--- src/design/pfp_pkg.sv ---
// Shared types and constants for the PCM frame packer with peak meter.
package pfp_pkg;

  localparam int MAX_CHANNELS = 4;
  localparam int SAMPLE_FIELDS = 4;
  localparam int NUM_LANES = (MAX_CHANNELS < SAMPLE_FIELDS) ? MAX_CHANNELS : SAMPLE_FIELDS;
  localparam int BUF_BYTES = NUM_LANES * 4;
  localparam int BYTE_IDX_W = $clog2(BUF_BYTES);
  localparam int CNT_W = $clog2(BUF_BYTES + 1);

  // configuration register indexes
  localparam logic [1:0] REG_CHANNEL_COUNT = 2'd0;
  localparam logic [1:0] REG_SUBFRAME_BYTES = 2'd1;
  localparam logic [1:0] REG_CLIP_ENABLE = 2'd2;

  // subframe sizes in bytes
  localparam logic [2:0] SUB_2B = 3'd2;
  localparam logic [2:0] SUB_3B = 3'd3;
  localparam logic [2:0] SUB_4B = 3'd4;

  localparam logic [2:0] NCH_MIN = 3'd1;
  localparam logic [2:0] NCH_MAX = 3'(NUM_LANES);

  localparam logic REQ_FRAME = 1'b0;
  localparam logic REQ_PEAK = 1'b1;

  localparam logic KIND_BYTE = 1'b0;
  localparam logic KIND_PEAK = 1'b1;

  typedef logic [NUM_LANES-1:0][31:0] lane_word_t;

  // per-item control that travels with the lane registers into the merge stage
  typedef struct packed {
    logic             peak_req;
    logic [2:0]       nch;
    logic [2:0]       sb;
    logic [CNT_W-1:0] nbytes;
    logic             clip_en;
  } ctl_t;

endpackage

--- src/design/pfp_lane.sv ---
// One channel lane: Q1.31 sample scaling to PCM word and magnitude for the peak meter.
module pfp_lane (
  input  logic               clk,
  input  logic               en,
  input  logic               sel16,
  input  logic signed [31:0] sample,
  output logic [31:0]        word,
  output logic [31:0]        mag
);
  import pfp_pkg::*;

  logic signed [63:0] s64;
  logic signed [63:0] prod_nxt;
  logic signed [63:0] prod_r;
  logic [31:0]        mag_nxt;
  logic [31:0]        mag_r;
  logic signed [63:0] quo;
  logic               fix;

  // gain of 2^k - 1 is a shift and a subtract
  assign s64 = {{32{sample[31]}}, sample};
  assign prod_nxt = sel16 ? ((s64 <<< 15) - s64) : ((s64 <<< 31) - s64);
  assign mag_nxt = sample[31] ? (~sample + 32'd1) : sample;

  always_ff @(posedge clk) begin
    if (en) begin
      prod_r <= prod_nxt;
      mag_r  <= mag_nxt;
    end
  end

  // divide by 2^31 toward zero: arithmetic shift, bump negatives with a remainder
  assign quo = prod_r >>> 31;
  assign fix = prod_r[63] & (|prod_r[30:0]);
  assign word = quo[31:0] + {31'd0, fix};
  assign mag = mag_r;

endmodule

--- src/design/pfp_merge.sv ---
// Merge stage: packs lane words into the byte stream, tracks the peak, serializes output.
module pfp_merge (
  input  logic                 clk,
  input  logic                 rst_n,
  input  logic                 load,
  input  pfp_pkg::ctl_t        ctl,
  input  pfp_pkg::lane_word_t  words,
  input  pfp_pkg::lane_word_t  mags,
  output logic                 free,
  output logic                 out_valid,
  input  logic                 out_ready,
  output logic                 out_result_kind,
  output logic [7:0]           out_byte,
  output logic                 out_last,
  output logic [31:0]          out_peak_value
);
  import pfp_pkg::*;

  logic [BUF_BYTES-1:0][7:0] buf_r, buf_nxt;
  logic [BUF_BYTES-1:0][7:0] packed_bytes;
  logic [CNT_W-1:0]          cnt_r, cnt_nxt;
  logic                      kind_r, kind_nxt;
  logic [31:0]               rpt_r, rpt_nxt;
  logic [31:0]               peak_r, peak_nxt;
  logic [31:0]               peak_upd;
  lane_word_t                wadj;
  logic                      out_fire;

  assign out_valid = (cnt_r != '0);
  assign out_fire = out_valid & out_ready;
  assign free = (cnt_r == '0) || ((cnt_r == CNT_W'(1)) && out_ready);

  always_comb begin
    for (int c = 0; c < NUM_LANES; c++) begin
      wadj[c] = (ctl.sb == SUB_3B) ? (words[c] >> 8) : words[c];
    end
    packed_bytes = '0;
    case (ctl.sb)
      SUB_2B: begin
        for (int c = 0; c < NUM_LANES; c++) begin
          for (int b = 0; b < 2; b++) begin
            packed_bytes[BYTE_IDX_W'(c * 2 + b)] = wadj[c][8 * b +: 8];
          end
        end
      end
      SUB_3B: begin
        for (int c = 0; c < NUM_LANES; c++) begin
          for (int b = 0; b < 3; b++) begin
            packed_bytes[BYTE_IDX_W'(c * 3 + b)] = wadj[c][8 * b +: 8];
          end
        end
      end
      default: begin
        for (int c = 0; c < NUM_LANES; c++) begin
          for (int b = 0; b < 4; b++) begin
            packed_bytes[BYTE_IDX_W'(c * 4 + b)] = wadj[c][8 * b +: 8];
          end
        end
      end
    endcase
  end

  // ch1 joins the meter only when the frame has two or more channels
  always_comb begin
    peak_upd = peak_r;
    if (mags[0] >= peak_upd) peak_upd = mags[0];
    if ((ctl.nch >= 3'd2) && (mags[1] >= peak_upd)) peak_upd = mags[1];
  end

  always_comb begin
    buf_nxt = buf_r;
    cnt_nxt = cnt_r;
    kind_nxt = kind_r;
    rpt_nxt = rpt_r;
    peak_nxt = peak_r;
    if (load) begin
      if (ctl.peak_req == REQ_PEAK) begin
        buf_nxt = '0;
        cnt_nxt = CNT_W'(1);
        kind_nxt = KIND_PEAK;
        rpt_nxt = peak_r;
        peak_nxt = '0;
      end else begin
        buf_nxt = packed_bytes;
        cnt_nxt = ctl.nbytes;
        kind_nxt = KIND_BYTE;
        rpt_nxt = '0;
        if (ctl.clip_en) peak_nxt = peak_upd;
      end
    end else if (out_fire) begin
      buf_nxt = buf_r >> 8;
      cnt_nxt = cnt_r - CNT_W'(1);
    end
  end

  always_ff @(posedge clk) begin
    if (!rst_n) begin
      cnt_r  <= '0;
      peak_r <= '0;
    end else begin
      cnt_r  <= cnt_nxt;
      peak_r <= peak_nxt;
    end
  end

  always_ff @(posedge clk) begin
    buf_r  <= buf_nxt;
    kind_r <= kind_nxt;
    rpt_r  <= rpt_nxt;
  end

  assign out_result_kind = kind_r;
  assign out_byte = buf_r[0];
  assign out_last = (cnt_r == CNT_W'(1));
  assign out_peak_value = rpt_r;

  a_load_when_free: assert property (@(posedge clk) disable iff (!rst_n)
    load |-> free) else $error("merge loaded while output busy");

  a_peak_cleared: assert property (@(posedge clk) disable iff (!rst_n)
    (load && ctl.peak_req == REQ_PEAK) |=> (peak_r == 32'd0))
    else $error("peak not cleared after report");

  a_peak_monotonic: assert property (@(posedge clk) disable iff (!rst_n)
    !(load && ctl.peak_req == REQ_PEAK) |=> (peak_r >= $past(peak_r)))
    else $error("peak dropped without a read");

  a_report_single: assert property (@(posedge clk) disable iff (!rst_n)
    (out_valid && kind_r == KIND_PEAK) |-> (cnt_r == CNT_W'(1)))
    else $error("peak report spans more than one item");

endmodule

--- src/design/pcm_frame_packer_peak.sv ---
// Top level: PCM frame packer with peak meter, four parallel lanes and a merge stage.
//
//  port group | dir | handshake            | payload
//  in_*       | in  | in_valid / in_ready  | req_type, four Q1.31 samples
//  out_*      | out | out_valid / out_ready| result_kind, byte, last, peak_value
//  cfg_*      | in  | cfg_we               | cfg_index, cfg_wdata
//
// A frame yields channel_count * subframe_bytes items, one per cycle from the
// output shift register while out_ready is high; a peak read yields one. An item
// passes the lane register, then the merge buffer. The next item is accepted while
// the current one drains and loads as its last byte leaves.
// Reset (synchronous, rst_n low) clears config to defaults, pipeline valids and peak.
// A stalled output holds its byte; the lane register holds one further item.
module pcm_frame_packer_peak (
  input  logic        clk,
  input  logic        rst_n,
  input  logic        in_valid,
  output logic        in_ready,
  input  logic        in_req_type,
  input  logic [31:0] in_sample_ch0,
  input  logic [31:0] in_sample_ch1,
  input  logic [31:0] in_sample_ch2,
  input  logic [31:0] in_sample_ch3,
  output logic        out_valid,
  input  logic        out_ready,
  output logic        out_result_kind,
  output logic [7:0]  out_byte,
  output logic        out_last,
  output logic [31:0] out_peak_value,
  input  logic        cfg_we,
  input  logic [1:0]  cfg_index,
  input  logic [2:0]  cfg_wdata
);
  import pfp_pkg::*;

  logic [2:0]         nch_cfg_r, sb_cfg_r;
  logic               clip_cfg_r;
  logic               s1_valid_r, s1_valid_nxt;
  ctl_t               ctl_r, ctl_nxt;
  logic [2:0]         nch_cl, sb_cl;
  logic [5:0]         nbytes_full;
  logic               in_fire, load, free;
  logic signed [31:0] samp [SAMPLE_FIELDS];
  lane_word_t         words, mags;

  assign samp[0] = in_sample_ch0;
  assign samp[1] = in_sample_ch1;
  assign samp[2] = in_sample_ch2;
  assign samp[3] = in_sample_ch3;

  always_ff @(posedge clk) begin
    if (!rst_n) begin
      nch_cfg_r  <= 3'd2;
      sb_cfg_r   <= SUB_2B;
      clip_cfg_r <= 1'b0;
    end else if (cfg_we) begin
      case (cfg_index)
        REG_CHANNEL_COUNT:  nch_cfg_r  <= cfg_wdata;
        REG_SUBFRAME_BYTES: sb_cfg_r   <= cfg_wdata;
        REG_CLIP_ENABLE:    clip_cfg_r <= cfg_wdata[0];
        default: ;
      endcase
    end
  end

  always_comb begin
    nch_cl = nch_cfg_r;
    if (nch_cfg_r < NCH_MIN) nch_cl = NCH_MIN;
    if (nch_cfg_r > NCH_MAX) nch_cl = NCH_MAX;
    sb_cl = sb_cfg_r;
    if (sb_cfg_r < SUB_2B) sb_cl = SUB_2B;
    if (sb_cfg_r > SUB_4B) sb_cl = SUB_4B;
  end

  assign nbytes_full = 6'(nch_cl) * 6'(sb_cl);

  always_comb begin
    ctl_nxt.peak_req = in_req_type;
    ctl_nxt.nch = nch_cl;
    ctl_nxt.sb = sb_cl;
    ctl_nxt.nbytes = nbytes_full[CNT_W-1:0];
    ctl_nxt.clip_en = clip_cfg_r;
  end

  assign in_ready = !s1_valid_r || free;
  assign in_fire = in_valid & in_ready;
  assign load = s1_valid_r & free;
  assign s1_valid_nxt = in_fire ? 1'b1 : (load ? 1'b0 : s1_valid_r);

  always_ff @(posedge clk) begin
    if (!rst_n) begin
      s1_valid_r <= 1'b0;
    end else begin
      s1_valid_r <= s1_valid_nxt;
    end
  end

  always_ff @(posedge clk) begin
    if (in_fire) begin
      ctl_r <= ctl_nxt;
    end
  end

  for (genvar g = 0; g < NUM_LANES; g++) begin : g_lane
    pfp_lane u_lane (
      .clk    (clk),
      .en     (in_fire),
      .sel16  (sb_cl == SUB_2B),
      .sample (samp[g]),
      .word   (words[g]),
      .mag    (mags[g])
    );
  end

  pfp_merge u_merge (
    .clk             (clk),
    .rst_n           (rst_n),
    .load            (load),
    .ctl             (ctl_r),
    .words           (words),
    .mags            (mags),
    .free            (free),
    .out_valid       (out_valid),
    .out_ready       (out_ready),
    .out_result_kind (out_result_kind),
    .out_byte        (out_byte),
    .out_last        (out_last),
    .out_peak_value  (out_peak_value)
  );

endmodule
--- config.mk ---
export PLATFORM = sky130hd
export DESIGN_NAME = pcm_frame_packer_peak
export DESIGN_NICKNAME = d
export VERILOG_FILES = /design/src/design/pfp_pkg.sv /design/src/design/pfp_lane.sv /design/src/design/pfp_merge.sv /design/src/design/pcm_frame_packer_peak.sv
export SDC_FILE = /design/constraint.sdc
export NUM_CORES = 2
export LEC_CHECK = 0
export BUFFER_PORTS_ARGS = -buffer_cell sky130_fd_sc_hd__buf_4
export CORE_MARGIN = 1.5
export CORE_UTILIZATION = 35
export DETAILED_ROUTE_END_ITERATION = 7
export PLACE_DENSITY = 0.47
export SLEW_MARGIN = 20
export SYNTH_ARGS = -nofsm -noshare
export SYNTH_HDL_FRONTEND = slang
export SYNTH_HIERARCHICAL = 1
export SYNTH_SLANG_ARGS = --single-unit
--- constraint.sdc ---
create_clock -name clk -period 17.37 [get_ports clk]
set_clock_uncertainty 0.15 [all_clocks]
set_input_delay 3.474 -clock clk [delete_from_list [all_inputs] [get_ports clk]]
set_output_delay 3.474 -clock clk [all_outputs]
set_load 0.05 [all_outputs]
# Word level (Yosys, flattened, before mapping)
# Index checks and enable logic that the tools add are counted.
dict set report word_totals {
  regBits 539
}
dict set report op_classes {
  bitwise_logic 9
  reduce_logical 19
  n_lt_le_gt_ge 7
  eq_ne 6
  muxes 27
  add_sub_neg 15
  multipliers 1
}
# operator count
set op_table {}
lappend op_table {{$mux W64} 5}
lappend op_table {{$mux W128} 2}
lappend op_table {{$sub A63 B32 Y64} 4}
lappend op_table {{$mux W32} 6}
lappend op_table {{$sub A47 B32 Y48} 4}
lappend op_table {{$pmux W64 S2} 1}
lappend op_table {{$reduce_or A31 Y1} 4}
lappend op_table {{$add A32 B1 Y32} 2}
lappend op_table {{$add A32 B1 Y32 const B} 2}
lappend op_table {{$ge A32 B32 Y1} 2}
lappend op_table {{$not A32 Y32} 2}
lappend op_table {{$mux W31} 2}
lappend op_table {{$add A24 B1 Y24} 1}
lappend op_table {{$add A16 B1 Y16} 1}
lappend op_table {{$mux W16} 1}
lappend op_table {{$mux W5} 3}
lappend op_table {{$mux W3} 4}
lappend op_table {{$eq A3 B2 Y1 const B} 3}
lappend op_table {{$reduce_and A2 Y1} 4}
lappend op_table {{$and A1 B1 Y1} 7}
lappend op_table {{$gt A3 B3 Y1 const B} 2}
lappend op_table {{$reduce_bool A2 Y1} 3}
lappend op_table {{$eq A5 B1 Y1 const B} 1}
lappend op_table {{$logic_not A5 Y1} 1}
lappend op_table {{other kinds (13)} 17}

# Logic depth before layout (Yosys ltp)
dict set report depth {
  ltp_word 7
  ltp_mapped 21
  depth_no_buf 17
}

# Modules after synthesis
# Netlist, hierarchy kept.
# module instances area_each_um2 cells_per_inst
set modules_own_cells {}
lappend modules_own_cells {{pfp_lane (g_lane[0].u_lane ...)} 3 7976.4 892}
lappend modules_own_cells {pfp_merge 1 8428.1 843}
lappend modules_own_cells {{pfp_lane (g_lane[1].u_lane)} 1 8135.3 897}
lappend modules_own_cells {pcm_frame_packer_peak 1 940.9 75}

# Worst setup path before layout
# OpenSTA, ideal clock, no wires.
dict set report synth_path {
  path_kind {input port to flip-flop}
  start {in out_ready}
  end {reg ctl_r[0] (netlist bit) (enable)}
  stages 4
  setup_ns 0.805
  path_slack_ns 3.406
  arrival_ns 13.009
  required_ns 16.415
  path_cell_list {nand2_1 nand2_1 nand2b_1 and2_1}
}
dict set report synth_via {
  elab_chain_cells 4
}
# element line
set synth_rtl {}
lappend synth_rtl {{start, declared} pcm_frame_packer_peak.sv:25} ;# input logic out_ready,
lappend synth_rtl {{$logic_and A1 B1 Y1} pfp_merge.sv:31} ;# assign free = (cnt_r == '0) || ((cnt_r == CNT_W'(1)) && out_ready);
lappend synth_rtl {{$logic_or A1 B1 Y1} pfp_merge.sv:31}
lappend synth_rtl {{named net free} pcm_frame_packer_peak.sv:42} ;# logic in_fire, load, free;
lappend synth_rtl {{$logic_or A1 B1 Y1} pcm_frame_packer_peak.sv:85} ;# assign in_ready = !s1_valid_r || free;
lappend synth_rtl {{named net in_ready} pcm_frame_packer_peak.sv:18} ;# output logic in_ready,
lappend synth_rtl {{$and A1 B1 Y1} pcm_frame_packer_peak.sv:86} ;# assign in_fire = in_valid & in_ready;
lappend synth_rtl {{named net in_fire} pcm_frame_packer_peak.sv:42}
lappend synth_rtl {{end signal, assigned} pcm_frame_packer_peak.sv:100} ;# ctl_r <= ctl_nxt;
lappend synth_rtl {{end, declared} pcm_frame_packer_peak.sv:39} ;# ctl_t ctl_r, ctl_nxt;
# The timed path passes the listed nets, and every way through them passes these cells.
# A chain may end at the register's enable or synchronous reset.

# Worst setup path in the final report
dict set report layout_path {
  start {in out_ready}
  end {out in_ready}
}
dict set report layout_via {
  elab_chain_cells 3
}
# element line
set layout_rtl {}
lappend layout_rtl {{$logic_and A1 B1 Y1} pfp_merge.sv:31}
lappend layout_rtl {{$logic_or A1 B1 Y1} pfp_merge.sv:31}
lappend layout_rtl {{named net free} pcm_frame_packer_peak.sv:42}
lappend layout_rtl {{$logic_or A1 B1 Y1} pcm_frame_packer_peak.sv:85}
lappend layout_rtl {{end, declared} pcm_frame_packer_peak.sv:18}
# The timed path passes the listed nets, and every way through them passes these cells.

==> key figures <==
Status
  • Outcome: completed

Cells and area
  • Final core utilization: 0.3906
  • Most frequent cells in the layout: 403 x edfxtp_1, 371 x nand2_1, 339 x xnor2_1
  • Share of cells above drive strength 1: 0.09464
  • # diodes: 0
  • Nets: 4581
  • Syn-to-layout area delta: 10.91%
  • Commonest non-fill, non-tap cell in the layout: edfxtp_1
  • Filler cells: 10920
  • Design Area, Final: 41060 um2

GRT
  • Number of global-route vias before repair: 29230
  • Gr usage total: 0.2100
  • Largest net degree at the start of global routing: 136
  • Total congestion overflow: 0
  • Antenna violations before repair: 0
  • First-pass GRT wire length: 176700 um

Critical path
  • Crit. End Element: primary output
  • R2R depth: 17
  • Worst EP arrival: 4090 ps
  • Crit path required time: 13750 ps
  • CP max FO: 3
  • Worst Setup Start Kind: input port
  • CP Class: input port to primary output

Logic synthesis
  • Cells after Synth: 4121
  • Post-Syn Area: 37020 um2
  • Synth warnings: 6
  • Mean Syn Cell Area: 8.982 um2
  • Mapped Nets: 4532

Route
  • WL final: 115600 um
  • WL per Instance: 20.62 um
  • First-pass DRT Iterations: 5
  • Post-route ant nets: 0
  • Vias: 30280
  • DRC: 0
  • Initial drt markers: 1990
  • Vias per cell: 5.400

Worst hold path
  • WHS Path Cells: 0
  • Worst hold path class: flop to flop

Placement
  • Final RePlAce weighted congestion: 0.9042
  • Place WS: 9647 ps
  • Port buffer count: 182
  • DP HPWL: 88760 um
  • Placed Area: 39220 um2

Clock network
  • Clk_lat worst skew: 660 ps
  • CTS root buffer: clkbuf_16
  • Post-CTS Resized: 0
  • Clock Pin Slew Worst Setup and Hold Paths: 60 ps
  • CTS Buf Count: 55
  • Postcts setup bufs: 0
  • H-tree Lvls: 2
  • CTS tree: built
  • Clk buf depth: 3
  • Clock Sinks: 448
  • # hold bufs at CTS: 0

Timing
  • Final hold vios: 0
  • Final setup fails: 0
  • Final setup TNS: 0 ps
  • Count of pins over their slew limit: 0
  • F_max: 129.6 MHz
  • Final period utilization: 0.4443
  • Final WS setup: 9652 ps
  • Worst-margin pin slew: 1072 ps
  • RSZ-0062 raised after global routing: no
  • Slew HR: 0.2809
  • Tmin final: 7718 ps

Pwr
  • Clock group share of total power: 0.269
  • Peak VDD IR: 0.09106 mV
  • Pint: 0.002762 W
  • Psw: 0.001570 W
  • P_leak: 16.20 nW
  • Pwr/cell area: 105.5 nW/um2
  • Net Sw Frac: 0.3624
  • Power consumption: 0.004331 W
  • Comb pwr share: 0.346
  • Sequential power share: 0.385

Die
  • Total die area: 107700 um2
  • IO Count: 183
  • Die Width: 328.2 um
  • CORE AREA: 105100 um2
  • Initial Utilization: 0.3521
  • Core Rows: 119
  • Die H: 328.2 um

Flow run
  • Max Cap Viol: 0
-- critical path, cell delays in order --
cell	delay (ps)
buf_4	110
nand2_1	50
nand2_1	70
nand2b_1	190
buf_4	200
-- final cells by class --
class,count,area (um2),area share
tap,1391,1740,0.04239
multi-input combinational,3183,21900,0.5334
clock inverter,32,337.8,0.008228
clock buffer,71,1468,0.03575
sequential,448,13000,0.3167
inverter,278,1044,0.02542
timing repair buffer,204,1564,0.03809
-- metrics by stage --
step | hold WS, ps | cells
final | 312.5 | 5607
after global routing | 312.0 | 5607
after CTS | 307.4 | 5606
after detailed placement | 287.1 | 5503
after global placement | 297.7 | 5503
after floorplan | 258.1 | 4121
-- metal layers --
layer  global-route usage  up-vias  share of wire
li1                     -    15130              -
met1               0.2854    14400           0.47
met2               0.3590      643           0.48
met3              0.02035      105          0.036
met4              0.04779        0          0.020
met5                    0        -              0
-- final timing paths --
path | end | from | slack (ps)
worst min-delay path | ctl_r[0] | clip_cfg_r | 310
worst max register to register | u_merge/peak_r[9] | g_lane[0].u_lane/prod_r[0] | 11710
worst min register to register | ctl_r[0] | clip_cfg_r | 310
worst max-delay path | in_ready | out_ready | 9650
-- state kept, by name (all words and copies together) (netlist names) --
name	count
ctl_r	12
g_lane.u_lane/prod_r	232
u_merge/out_peak_value	32
g_lane.u_lane/mag	62
sb_cfg_r	3
u_merge/peak_r	32
clip_cfg_r	1
u_merge/buf_r	56
nch_cfg_r	3
s1_valid_r	1
u_merge/cnt_r	5
u_merge/out_byte	8
u_merge/out_result_kind	1
-- power by group through the flow --
stage / logic [W] / clock network (W) / registers, W
detailed placement: 0.00150 / 0 / 0.00169
floorplan: 0.00104 / 0 / 0.00173
global route: 0.00165 / 0.00125 / 0.00170
global placement: 0.00151 / 0 / 0.00169
CTS: 0.00151 / 0.00121 / 0.00167
finish: 0.00150 / 0.00117 / 0.00167
Power figures use the tool's default switching activity.
